[src/hw/rtl/xcfp_pkg.sv]
`timescale 1ns / 1ps
`default_nettype none

package xcfp_pkg;

   localparam logic [7:0] HDR_FIRST  = 8'h55;
   localparam logic [7:0] HDR_SECOND = 8'hAA;
   localparam logic [7:0] FUNC_LED   = 8'h06;

   typedef struct packed {
      logic [7:0] func_code;
      logic [2:0] data_length;
      logic       led_cmd;
      logic [7:0] led_index;
      logic       led_on;
   } rsp_type;

   typedef struct packed {
      logic    valid;
      rsp_type data;
   } result_type;

endpackage

`default_nettype wire

[src/hw/rtl/xcfp_parser.sv]
`timescale 1ns / 1ps
`default_nettype none

module xcfp_parser
   import xcfp_pkg::*;
#(
   parameter int MAX_DATA_LEN = 7
) (
   input  wire logic       clock,
   input  wire logic       reset,
   input  wire logic       take,
   input  wire logic [7:0] rx_byte,
   output result_type      result
);

   localparam int LEN_W = $clog2(MAX_DATA_LEN + 1);

   localparam logic [2:0] PH_HUNT = 3'd0;
   localparam logic [2:0] PH_HDR2 = 3'd1;
   localparam logic [2:0] PH_LEN  = 3'd2;
   localparam logic [2:0] PH_DATA = 3'd3;
   localparam logic [2:0] PH_SUM  = 3'd4;

   logic [2:0]       phase_ff,     phase_in;
   logic [LEN_W-1:0] frame_len_ff, frame_len_in;
   logic [LEN_W-1:0] count_ff,     count_in;
   logic [7:0]       xor_ff,       xor_in;
   logic [7:0]       func_ff,      func_in;
   logic [7:0]       led_num_ff,   led_num_in;
   logic [7:0]       led_state_ff, led_state_in;

   logic [LEN_W-1:0] count_inc;
   logic [LEN_W+2:0] len_ext;
   logic             led;

   assign count_inc = count_ff + LEN_W'(1);
   assign len_ext   = {3'b000, frame_len_ff};
   assign led       = (func_ff == FUNC_LED) && (frame_len_ff >= LEN_W'(3));

   always_comb begin
      phase_in     = phase_ff;
      frame_len_in = frame_len_ff;
      count_in     = count_ff;
      xor_in       = xor_ff;
      func_in      = func_ff;
      led_num_in   = led_num_ff;
      led_state_in = led_state_ff;

      result.valid            = 1'b0;
      result.data.func_code   = func_ff;
      result.data.data_length = len_ext[2:0];
      result.data.led_cmd     = led;
      result.data.led_index   = led ? led_num_ff : 8'h00;
      result.data.led_on      = led && (led_state_ff != 8'h00);

      if (take) begin
         unique case (phase_ff)
            PH_HDR2: begin
               if (rx_byte == HDR_SECOND) begin
                  xor_in   = xor_ff ^ rx_byte;
                  phase_in = PH_LEN;
               end else begin
                  phase_in = PH_HUNT;
                  xor_in   = 8'h00;
               end
            end
            PH_LEN: begin
               if ({1'b0, rx_byte} > 9'(MAX_DATA_LEN)) begin
                  phase_in = PH_HUNT;
                  xor_in   = 8'h00;
               end else begin
                  frame_len_in = rx_byte[LEN_W-1:0];
                  count_in     = '0;
                  func_in      = 8'h00;
                  led_num_in   = 8'h00;
                  led_state_in = 8'h00;
                  xor_in       = xor_ff ^ rx_byte;
                  phase_in     = (rx_byte == 8'h00) ? PH_SUM : PH_DATA;
               end
            end
            PH_DATA: begin
               if (count_ff == LEN_W'(0)) begin
                  func_in = rx_byte;
               end else if (count_ff == LEN_W'(1)) begin
                  led_num_in = rx_byte;
               end else if (count_ff == LEN_W'(2)) begin
                  led_state_in = rx_byte;
               end
               xor_in   = xor_ff ^ rx_byte;
               count_in = count_inc;
               if (count_inc >= frame_len_ff) begin
                  phase_in = PH_SUM;
               end
            end
            PH_SUM: begin
               result.valid = (xor_ff == rx_byte);
               phase_in     = PH_HUNT;
               xor_in       = 8'h00;
            end
            default: begin
               if (rx_byte == HDR_FIRST) begin
                  phase_in = PH_HDR2;
                  xor_in   = rx_byte;
               end else begin
                  phase_in = PH_HUNT;
                  xor_in   = 8'h00;
               end
            end
         endcase
      end
   end

   always_ff @(posedge clock) begin
      if (reset) begin
         phase_ff     <= PH_HUNT;
         frame_len_ff <= '0;
         count_ff     <= '0;
         xor_ff       <= 8'h00;
         func_ff      <= 8'h00;
         led_num_ff   <= 8'h00;
         led_state_ff <= 8'h00;
      end else begin
         phase_ff     <= phase_in;
         frame_len_ff <= frame_len_in;
         count_ff     <= count_in;
         xor_ff       <= xor_in;
         func_ff      <= func_in;
         led_num_ff   <= led_num_in;
         led_state_ff <= led_state_in;
      end
   end

endmodule

`default_nettype wire

[src/hw/rtl/xcfp_out_reg.sv]
`timescale 1ns / 1ps
`default_nettype none

module xcfp_out_reg
   import xcfp_pkg::*;
(
   input  wire logic       clock,
   input  wire logic       reset,
   input  wire result_type result,
   output logic            open,
   output logic            out_valid,
   input  wire logic       out_ready,
   output rsp_type         out_data
);

   logic    valid_ff, valid_in;
   rsp_type data_ff,  data_in;

   assign open = !valid_ff || out_ready;

   always_comb begin
      valid_in = valid_ff;
      data_in  = data_ff;
      if (open) begin
         valid_in = result.valid;
      end
      if (open && result.valid) begin
         data_in = result.data;
      end
   end

   always_ff @(posedge clock) begin
      if (reset) begin
         valid_ff <= 1'b0;
      end else begin
         valid_ff <= valid_in;
      end
   end

   always_ff @(posedge clock) begin
      data_ff <= data_in;
   end

   assign out_valid = valid_ff;
   assign out_data  = data_ff;

endmodule

`default_nettype wire

[src/hw/rtl/xor_checked_frame_parser_top.sv]
// A frame's result beat is registered and appears on the cycle after its checksum byte is taken.
// The parser takes one byte per cycle while req_ready is high; the frame state is updated for each byte taken.
// A byte is refused only while a result beat waits in the output register and rsp_ready is low.
// Reset is synchronous and active high; it returns the parser to hunting for the first header byte.
`timescale 1ns / 1ps
`default_nettype none

module xor_checked_frame_parser_top
   import xcfp_pkg::*;
#(
   parameter int MAX_DATA_LEN = 7
) (
   input  wire logic       clock,
   input  wire logic       reset,
   input  wire logic       req_valid,
   output logic            req_ready,
   input  wire logic [7:0] req_rx_byte,
   output logic            rsp_valid,
   input  wire logic       rsp_ready,
   output logic [7:0]      rsp_func_code,
   output logic [2:0]      rsp_data_length,
   output logic            rsp_led_cmd,
   output logic [7:0]      rsp_led_index,
   output logic            rsp_led_on
);

   result_type result;
   rsp_type    out_data;
   logic       open;

   assign req_ready = open;

   xcfp_parser #(
      .MAX_DATA_LEN(MAX_DATA_LEN)
   ) u_parser (
      .clock  (clock),
      .reset  (reset),
      .take   (req_valid && open),
      .rx_byte(req_rx_byte),
      .result (result)
   );

   xcfp_out_reg u_out_reg (
      .clock    (clock),
      .reset    (reset),
      .result   (result),
      .open     (open),
      .out_valid(rsp_valid),
      .out_ready(rsp_ready),
      .out_data (out_data)
   );

   assign rsp_func_code   = out_data.func_code;
   assign rsp_data_length = out_data.data_length;
   assign rsp_led_cmd     = out_data.led_cmd;
   assign rsp_led_index   = out_data.led_index;
   assign rsp_led_on      = out_data.led_on;

endmodule

`default_nettype wire
[config.mk]
export PLATFORM = sky130hd
export DESIGN_NAME = xor_checked_frame_parser_top
export DESIGN_NICKNAME = d
export VERILOG_FILES = /design/src/hw/rtl/xcfp_pkg.sv /design/src/hw/rtl/xcfp_parser.sv /design/src/hw/rtl/xcfp_out_reg.sv /design/src/hw/rtl/xor_checked_frame_parser_top.sv
export SDC_FILE = /design/constraint.sdc
export NUM_CORES = 1
export LEC_CHECK = 0
export ABC_AREA = 1
export BUFFER_PORTS_ARGS = -buffer_cell sky130_fd_sc_hd__buf_4
export CAP_MARGIN = 20
export CORE_MARGIN = 3
export CORE_UTILIZATION = 25
export DETAILED_ROUTE_END_ITERATION = 8
export PLACE_DENSITY_LB_ADDON = 0.1
export SLEW_MARGIN = 20
export SYNTH_ARGS = -nofsm -noshare
export SYNTH_HDL_FRONTEND = slang
export SYNTH_HIERARCHICAL = 1
export SYNTH_SLANG_ARGS = --single-unit
export TNS_END_PERCENT = 20
[constraint.sdc]
create_clock -name clock -period 5.65 [get_ports clock]
set_clock_uncertainty 0.2 [all_clocks]
set_input_delay 0.2825 -clock clock [delete_from_list [all_inputs] [get_ports clock]]
set_output_delay 0.2825 -clock clock [all_outputs]
set_load 0.05 [all_outputs]
[Yosys cells after proc, flatten, opt, wreduce, memory -nomap -nowiden]
Index checks and enable logic that the tools add are counted.
Cells by class
  equality and inequality tests: 17
  $lt $le $gt $ge: 3
  muxes and demuxes: 24
  bitwise operators: 2
  add/subtract/negate cells: 1
  reduce and logical (&&, ||, !) cells: 16
Operator list (number)
  $mux W8: 10
  $pmux W8 S2: 3
  $pmux W8 S4: 1
  $mux W3: 4
  $pmux W3 S4: 1
  $eq A3 B2 Y1 const B: 3
  $eq A8 B3 Y1 const B: 1
  $eq A8 B7 Y1 const B: 1
  $eq A8 B8 Y1: 1
  $eq A8 B8 Y1 const B: 1
  $gt A8 B3 Y1 const B: 1
  $logic_not A8 Y1: 1
  $ne A2 B1 Y1 const B: 4
  $reduce_bool A8 Y1: 1
  $xor A8 B8 Y8: 1
  $eq A3 B1 Y1 const B: 2
  $ne A2 B2 Y1 const B: 3
  $pmux W3 S2: 1
  $reduce_and A3 Y1: 2
  $reduce_and A6 Y1: 1
  $reduce_and A5 Y1: 1
  $logic_and A1 B1 Y1: 4
  $reduce_and A4 Y1: 1
  $add A3 B1 Y3 const B: 1
  other kinds (11): 13
Storage, ports and cells
  output and inout bits: 23
  flip-flop bits (word level): 63
  input port bits: 12
  logic and storage cells: 76

[Logic depth before layout (Yosys ltp)]
Gate-level depths: netlist of run 1.
  depth after elaboration: 5
  depth in mapped cells: 11

[Modules after synthesis]
Netlist of run 1, hierarchy kept.
Modules (own cells, without submodules)
  xcfp_parser: area an instance 2259.7 um^2, cells an instance 327, times used 1
  xcfp_out_reg: area an instance 678.2 um^2, cells an instance 27, times used 1
  xor_checked_frame_parser_top: area an instance 7.5 um^2, cells an instance 2, times used 1

[Least setup slack after synthesis of run 1]
No wires, ideal clock.
  path kind: register to register
  from: reg u_out_reg.valid_ff (netlist: u_out_reg/out_valid)
  to: reg u_out_reg.data_ff, in the netlist u_out_reg/out_data[0], enable pin
  period minus slack after synthesis: 3.291 ns
  library setup time: 0.406 ns
  arrival: 2.685 ns
  cell stages (with the launch flop): 10
  setup slack: 2.359 ns
  cell sequence: dfxtp_1 nand2_2 nand2_1 inv_1 buf_2 clkbuf_1 nand4_1 nor2_1 inv_1 a21oi_1
RTL lines
  start, declared: line xcfp_out_reg.sv:16  | logic valid_ff, valid_in;
  start signal, assigned: line xcfp_out_reg.sv:36  | valid_ff <= valid_in;
  end signal, assigned: line xcfp_out_reg.sv:41  | data_ff <= data_in;
  end, declared: line xcfp_out_reg.sv:17  | rsp_type data_ff, data_in;

[Worst setup path in the final report of run 1]
  from: reg u_out_reg.valid_ff (netlist: u_out_reg/out_valid)
  to: reg u_parser.func_ff[2]
Between the ends
  longest elaborated chain between the ends: 4
RTL lines
  $logic_not A1 Y1: line xcfp_out_reg.sv:19  | assign open = !valid_ff || out_ready;
  $logic_or A1 B1 Y1: line xcfp_out_reg.sv:19
  $logic_and A1 B1 Y1: line xor_checked_frame_parser_top.sv:38  | .take (req_valid && open),
  $reduce_and A4 Y1 (no line)
  end signal, assigned: line xcfp_parser.sv:127  | func_ff <= func_in;
  end, declared: line xcfp_parser.sv:28  | logic [7:0] func_ff, func_in;
Every way passes these cells.
A chain may end at the register's enable or synchronous reset.

==> results of run 1 <==
-- power breakdown --
part	total, W	internal, W	switching, W
combinational	0.0000388	0.0000131	0.0000257
clock	0.000554	0.000342	0.000212
sequential	0.000469	0.000468	0.00000170
-- sequential cells by signal (all words and copies together) (netlist names) --
register	count
u_parser/frame_len_ff	3
u_parser/xor_ff	8
u_parser/count_ff	3
u_parser/func_ff	8
u_parser/phase_ff	3
u_out_reg/out_valid	1
u_parser/led_num_ff	8
u_out_reg/out_data	21
u_parser/led_state_ff	8
-- cell families after synthesis --
group                    after synthesis
buffers and inverters                 52
adder cells (fa/ha/maj)                7
AND/OR/NAND/NOR                      173
flip-flops                            63
AO/OA/AOI/OAI                         52
XOR/XNOR                               9
-- cells in the mapped netlist, drive strengths merged --
cell / count
xor2: 5
clkbuf: 5
o21bai: 1
edfxtp: 21
xnor2: 4
o21ai: 13
nand3b: 2
nor3: 2
dfxtp: 42
a21oi: 38
buf: 6
nor4: 3
inv: 41
ha: 7
nand4: 4
nand2: 81
nor2: 51
nand3: 30
-- metrics by stage --
step	hold slack, ps	power (W)	util (%)	cell area (um^2)
floorplan	145	0.000504	-	2950
global placement	220	0.000518	29.0	3320
detailed placement	222	0.000518	29.0	3320
CTS	23.2	0.00108	31.6	3620
global route	33.5	0.00110	31.6	3620
finish	31.6	0.00106	31.6	3620
-- worst min-delay path by stage --
stage,startpoint,to,slack [ps]
finish,rsp_ready,u_out_reg/out_valid,30
global route,rsp_ready,u_out_reg/out_valid,30
CTS,rsp_ready,u_out_reg/out_valid,20
detailed placement,u_parser/frame_len_ff[1],u_out_reg/out_data[11],220
global placement,u_parser/frame_len_ff[2],u_out_reg/out_data[12],220
floorplan,reset,u_out_reg/out_valid,140
-- final cells by class --
| cell class | count | area (um^2) | share of cell area (%) |
|---|---|---|---|
| timing repair buffer | 35 | 263 | 7.26 |
| inverter | 41 | 154 | 4.25 |
| clock buffer | 9 | 225 | 6.22 |
| sequential | 63 | 1470 | 40.7 |
| tap | 143 | 179 | 4.94 |
| clock inverter | 7 | 72.6 | 2.01 |
| multi-input combinational | 241 | 1250 | 34.6 |
-- routing by layer --
| metal | global-route usage [%] | part of all wire (%) | wire, um |
|---|---|---|---|
| met5 | 0 | 0 | 0 |
| met2 | 16.7 | 43 | 2970 |
| met4 | 4.99 | 1.7 | 117 |
| met1 | 14.6 | 50 | 3470 |
| met3 | 3.49 | 5.0 | 347 |
-- worst max-delay path, cell delays in order (launching register included) --
cell	delay [ps]
dfxtp_1	340
nand2_2	100
nand2_1	50
inv_1	390
inv_1	180
a21oi_2	660
nand2_2	260
nand2_1	140
a21oi_1	70
==> results by group, run 1 <==
Run status
  – Status: complete, no violations

Logic synthesis
  – Multiplexer share of the synthesized area: 0%
  – Netlist Area Pre-Place: 0.00295 mm^2
  – Netlist cell types: 30
  – Post-synth top area cell: dfxtp_1
  – Post-synthesis instance total: 356
  – Simple-Gate Fraction of Synth Area: 27.6%
  – Ys Warns: 6
  – Synth top area share: 28.5%
  – #FFs+latches synth: 63
  – Main combinational cell family by area after synthesis: simple AND/OR/NAND/NOR gates
  – Avg Cell Area, Syn: 8.27 um^2
  – Register area share after synthesis: 50.0%
  – Ranking of synthesized cells by area: dfxtp_1 (29%), edfxtp_1 (21%), nand2_1 (8.9%)
  – Syn_nets: 375
  – Post-synthesis compound-gate area fraction: 9.18%
  – Adder-Cell Fraction of Synth Area: 2.97%
  – Post-synthesis xor/xnor area fraction: 2.68%

Power
  – VDD IR max: 153 uV
  – P_leak: 1.45 nW
  – Power Dens Cells: 294 mW/mm^2

GRT
  – Vias in the first global route: 2251
  – GRT Total Usage: 11.1%
  – Initial antenna violation count: 0
  – Global-route wire length before repair: 11200 um
  – Largest net degree at the start of global routing: 24
  – GRT overflow: 0

Worst setup path
  – R2r setup slk: 3130 ps
  – Worst Path Arrival: 2520 ps
  – CP endpoint kind: flop
  – Crit path to: u_parser/func_ff[2]
  – RR Endpoint: u_parser/func_ff[2]
  – Critical Path Start Type: flop
  – CP Max Fanout: 20
  – CP required: 5650 ps
  – Worst reg-to-reg path cell count: 8
  – Crit path launch: u_out_reg/out_valid
  – Crit path kind: flop to flop
  – FF-to-FF Start: u_out_reg/out_valid

CTS
  – Clock root cell: clkbuf_16
  – Worst-path clk slew: 60 ps
  – Sink Count: 63
  – Cts bufs inserted: 9
  – Post-CTS setup buffer count: 0
  – Maximum clock insertion buffer count: 2
  – Post-CTS sizing: 0
  – Clk Latency, worst-skew pair: 330 ps
  – CTS tree: yes
  – Htree depth: 3
  – Hold Buf Count CTS: 0

Placement
  – IO buf count: 34
  – Placement Setup Slack: 3070 ps
  – Dpl cells: 523
  – Routability cong.: 0.771
  – Post-DP HPWL: 5050 um

Job
  – Total of max-cap violations: 0

Detailed routing
  – Initial drt markers: 97
  – Via density: 4.33
  – Wirelength, routed: 6910 um
  – Via count: 2336
  – DRC violations left: 0
  – Routed WL per cell: 12.8 um
  – Final antenna-violating net count: 0
  – Router iterations before antenna repair: 5

STA
  – PnR worst setup slack: 3130 ps
  – Final hold violation count: 0
  – Slew Limit Fails: 0
  – Final min period: 2520 ps
  – RSZ-0062 raised after global routing: no
  – Slew @ Worst Pin: 851 ps
  – FMAX: 397 MHz
  – Final setup TNS: 0 ps
  – Worst slew margin relative to its limit: 43.2%
  – Final Setup Violations: 0
  – Fin crit share: 44.5%

Cells and area
  – Post-layout nets: 410
  – Most common cell after layout, fill and taps aside: nand2_1
  – FILL cells: 1204
  – Non-filler cells, final: 539
  – Area growth syn-to-layout: 22.9%
  – Commonest cells after routing, fill and taps aside: nand2_1 (70), nor2_1 (49), dfxtp_1 (42)
  – Ant. Diodes: 0
  – Proportion of layout cells with a drive suffix above 1: 18.9%

Die
  – I/O pin count: 35
  – Die X: 115 um
  – Die ar.: 0.0131 mm^2
  – Die Height: 115 um
  – Initial core utilization: 25.7%
  – Row Count: 39
  – Core area: 0.0115 mm^2

Hold path
  – Hold depth: 4
  – Hold/Removal Path Class: primary input to flop
Note: power is estimated with default switching activity, not from simulation.
==> run 2: changes to the inputs <==
==> constraint.sdc (replaced) <==
create_clock -name clock -period 2.1 [get_ports clock]
set_clock_uncertainty 0.2 [all_clocks]
set_input_delay 0.105 -clock clock [delete_from_list [all_inputs] [get_ports clock]]
set_output_delay 0.105 -clock clock [all_outputs]
set_load 0.05 [all_outputs]
==> results by group, run 2 (synthesized netlist as in run 1, its figures left out) <==
Run status
  – Status: complete, no violations

Worst setup path
  – Worst Path Arrival: 2040 ps (-480 ps)
  – FF-to-FF Start: u_parser/count_ff[0]
  – CP required: 2160 ps (-3490 ps)
  – CP Max Fanout: 4 (-80%)
  – CP max stage cell: dlygate4sd3_1
  – CP Depth: 9 (+1)
  – CP max stage delay: 540 ps (-120 ps)
  – CP top delay family: buffers and inverters
  – Critical Path Start Type: primary input
  – CP endpoint kind: flop
  – Worst reg-to-reg path cell count: 8 (unchanged)
  – Top cell by count, worst path: dlygate4sd3_1
  – Bufs and invs on worst path: 4 (+2)
  – Crit path kind: primary input to flop
  – Crit-path cells: dlygate4sd3_1 > buf_4 > xor2_1 > nor2_1 > nand4_1 > nor2_2 > inv_2 > a21oi_2 > dlygate4sd3_1
  – Crit path launch: req_rx_byte[5]

STA
  – WHS: 30.1 ps (-1.52 ps)
  – Fin crit share: 94.0%
  – FMAX: 507 MHz
  – Final setup TNS: 0 ps (unchanged)
  – Worst slew margin relative to its limit: 71.3% (+28 points)
  – Final min period: 1970 ps
  – Slew Limit Fails: 0 (unchanged)
  – RSZ-0062 raised after global routing: yes
  – Slew @ Worst Pin: 429 ps (-422 ps)
  – Final hold violation count: 0 (unchanged)
  – Final Setup Violations: 0 (unchanged)

Power
  – Internal: 0.00226 W (+180%)
  – Comb power frac: 4.4% (+0.7 points)
  – Power Dens Cells: 760 mW/mm^2 (+160%)
  – Clock network fraction of design power: 52.2% (about the same)
  – Reg power frac: 43.4% (-0.8 points)
  – P_leak: 1.54 nW (+5.7%)
  – Net Sw Power: 0.000645 W (+170%)
  – VDD IR max: 326 uV (+110%)
  – Sw Ratio: 22.2% (-0.37 points)

Cells and area
  – Post-layout nets: 424 (+3.4%)
  – Most common cell after layout, fill and taps aside: nand2_1
  – Commonest cells after routing, fill and taps aside: nand2_1 (69), nor2_1 (46), buf_4 (38)
  – Proportion of layout cells with a drive suffix above 1: 22.4% (+3.5 points)
  – Max FFs per register: 21 (unchanged)
  – Ant. Diodes: 0 (unchanged)
  – Post-route cell area: 0.00383 mm^2 (+5.7%)
  – Area growth syn-to-layout: 29.9%

CTS
  – Sink Count: 63 (unchanged)
  – Clk Latency, worst-skew pair: 330 ps (about the same)
  – Maximum clock insertion buffer count: 2 (unchanged)
  – Htree depth: 3 (unchanged)
  – Clock root cell: clkbuf_16
  – Post-CTS setup buffer count: 0 (unchanged)
  – Cts bufs inserted: 9 (unchanged)
  – CTS tree: yes
  – Worst-path clk slew: 50 ps (about the same)

Die
  – Die Height: 115 um (unchanged)
  – I/O pin count: 35 (unchanged)
  – Core area: 0.0115 mm^2 (unchanged)
  – Die X: 115 um (unchanged)
  – Initial core utilization: 25.7% (unchanged)
  – Die ar.: 0.0131 mm^2 (unchanged)
  – Row Count: 39 (unchanged)

Detailed routing
  – Initial drt markers: 106 (+9.3%)
  – Final antenna-violating net count: 0 (unchanged)
  – Via density: 4.33 (-0.15%)
  – Via count: 2393 (+2.4%)
  – DRC violations left: 0 (unchanged)
  – Wirelength, routed: 7030 um (+1.9%)
  – Router iterations before antenna repair: 4 (-1)
  – Routed WL per cell: 12.7 um (-0.73%)

GRT
  – Global-route wire length before repair: 11900 um (+5.6%)
  – Largest net degree at the start of global routing: 24 (unchanged)
  – Vias in the first global route: 2375 (+5.5%)
  – GRT overflow: 0 (unchanged)
  – GRT Total Usage: 11.7% (+0.54 points)
  – Initial antenna violation count: 0 (unchanged)

Hold path
  – Hold/Removal Path Class: primary input to flop
  – Hold depth: 5 (+1)
  – Min-delay src: req_rx_byte[7]

Placement
  – Placed cell area: 0.00341 mm^2 (+2.7%)
  – IO buf count: 34 (unchanged)
  – Post-DP HPWL: 5190 um (+2.9%)
  – Routability cong.: 0.796 (+3.3%)

Job
  – Total of max-cap violations: 0 (unchanged)
## run 2: final cells by class
class                      instances  area [um^2]
multi-input combinational        241         1290
inverter                          41          156
timing repair buffer              49          415
clock inverter                     6         67.6
clock buffer                      10          239
sequential                        63         1480
fill                            1204         7640
tap                              143          179
## run 2: power by group through the flow
stage                     clock, W  combinational (W)  sequential, W
after floorplan                  0          0.0000717        0.00129
after global placement           0           0.000118        0.00129
after detailed placement         0           0.000118        0.00129
after CTS                  0.00156           0.000129        0.00126
after global routing       0.00162           0.000145        0.00126
final                      0.00152           0.000129        0.00126
## run 2: per-stage QoR
stage / total power [W] / util (%) / cells / worst slack (ps)
CTS: 0.00295 / 33.2 / 553 / 69.5
floorplan: 0.00136 / - / 356 / -32.8
finish: 0.00291 / 33.4 / 553 / 127
global route: 0.00303 / 33.4 / 553 / -7.32
global placement: 0.00141 / 29.7 / 528 / 134
detailed placement: 0.00141 / 29.7 / 528 / 79.7
## run 2: worst register-to-register path: stages (launching register included)
cell,delay [ps]
dfxtp_2,340
ha_1,200
xor2_1,150
ha_1,320
a21oi_1,150
nand3_1,110
o21bai_2,190
nand2_1,70
a21oi_1,140
## run 2: worst paths after layout
check | to | slack [ps]
worst max-delay path | u_out_reg/out_valid | 130
worst min-delay path | u_parser/xor_ff[7] | 30
worst max register to register | u_parser/phase_ff[2] | 160
worst min register to register | u_out_reg/out_data[11] | 240
## run 2: timing repair
action,in CTS,in global routing
hold endpoints to repair,29,0
resized for setup,0,10
endpoints found under the setup margin,0,4
hold buffers,9,0
## run 2: routing by layer
layer | vias to the layer above | GRT usage, % | wire [um]
met2 | 52 | 17.5 | 3030
met3 | 11 | 3.54 | 325
li1 | 1250 | - | -
met5 | - | 0 | 0
met4 | 0 | 4.43 | 155
met1 | 1080 | 15.7 | 3530
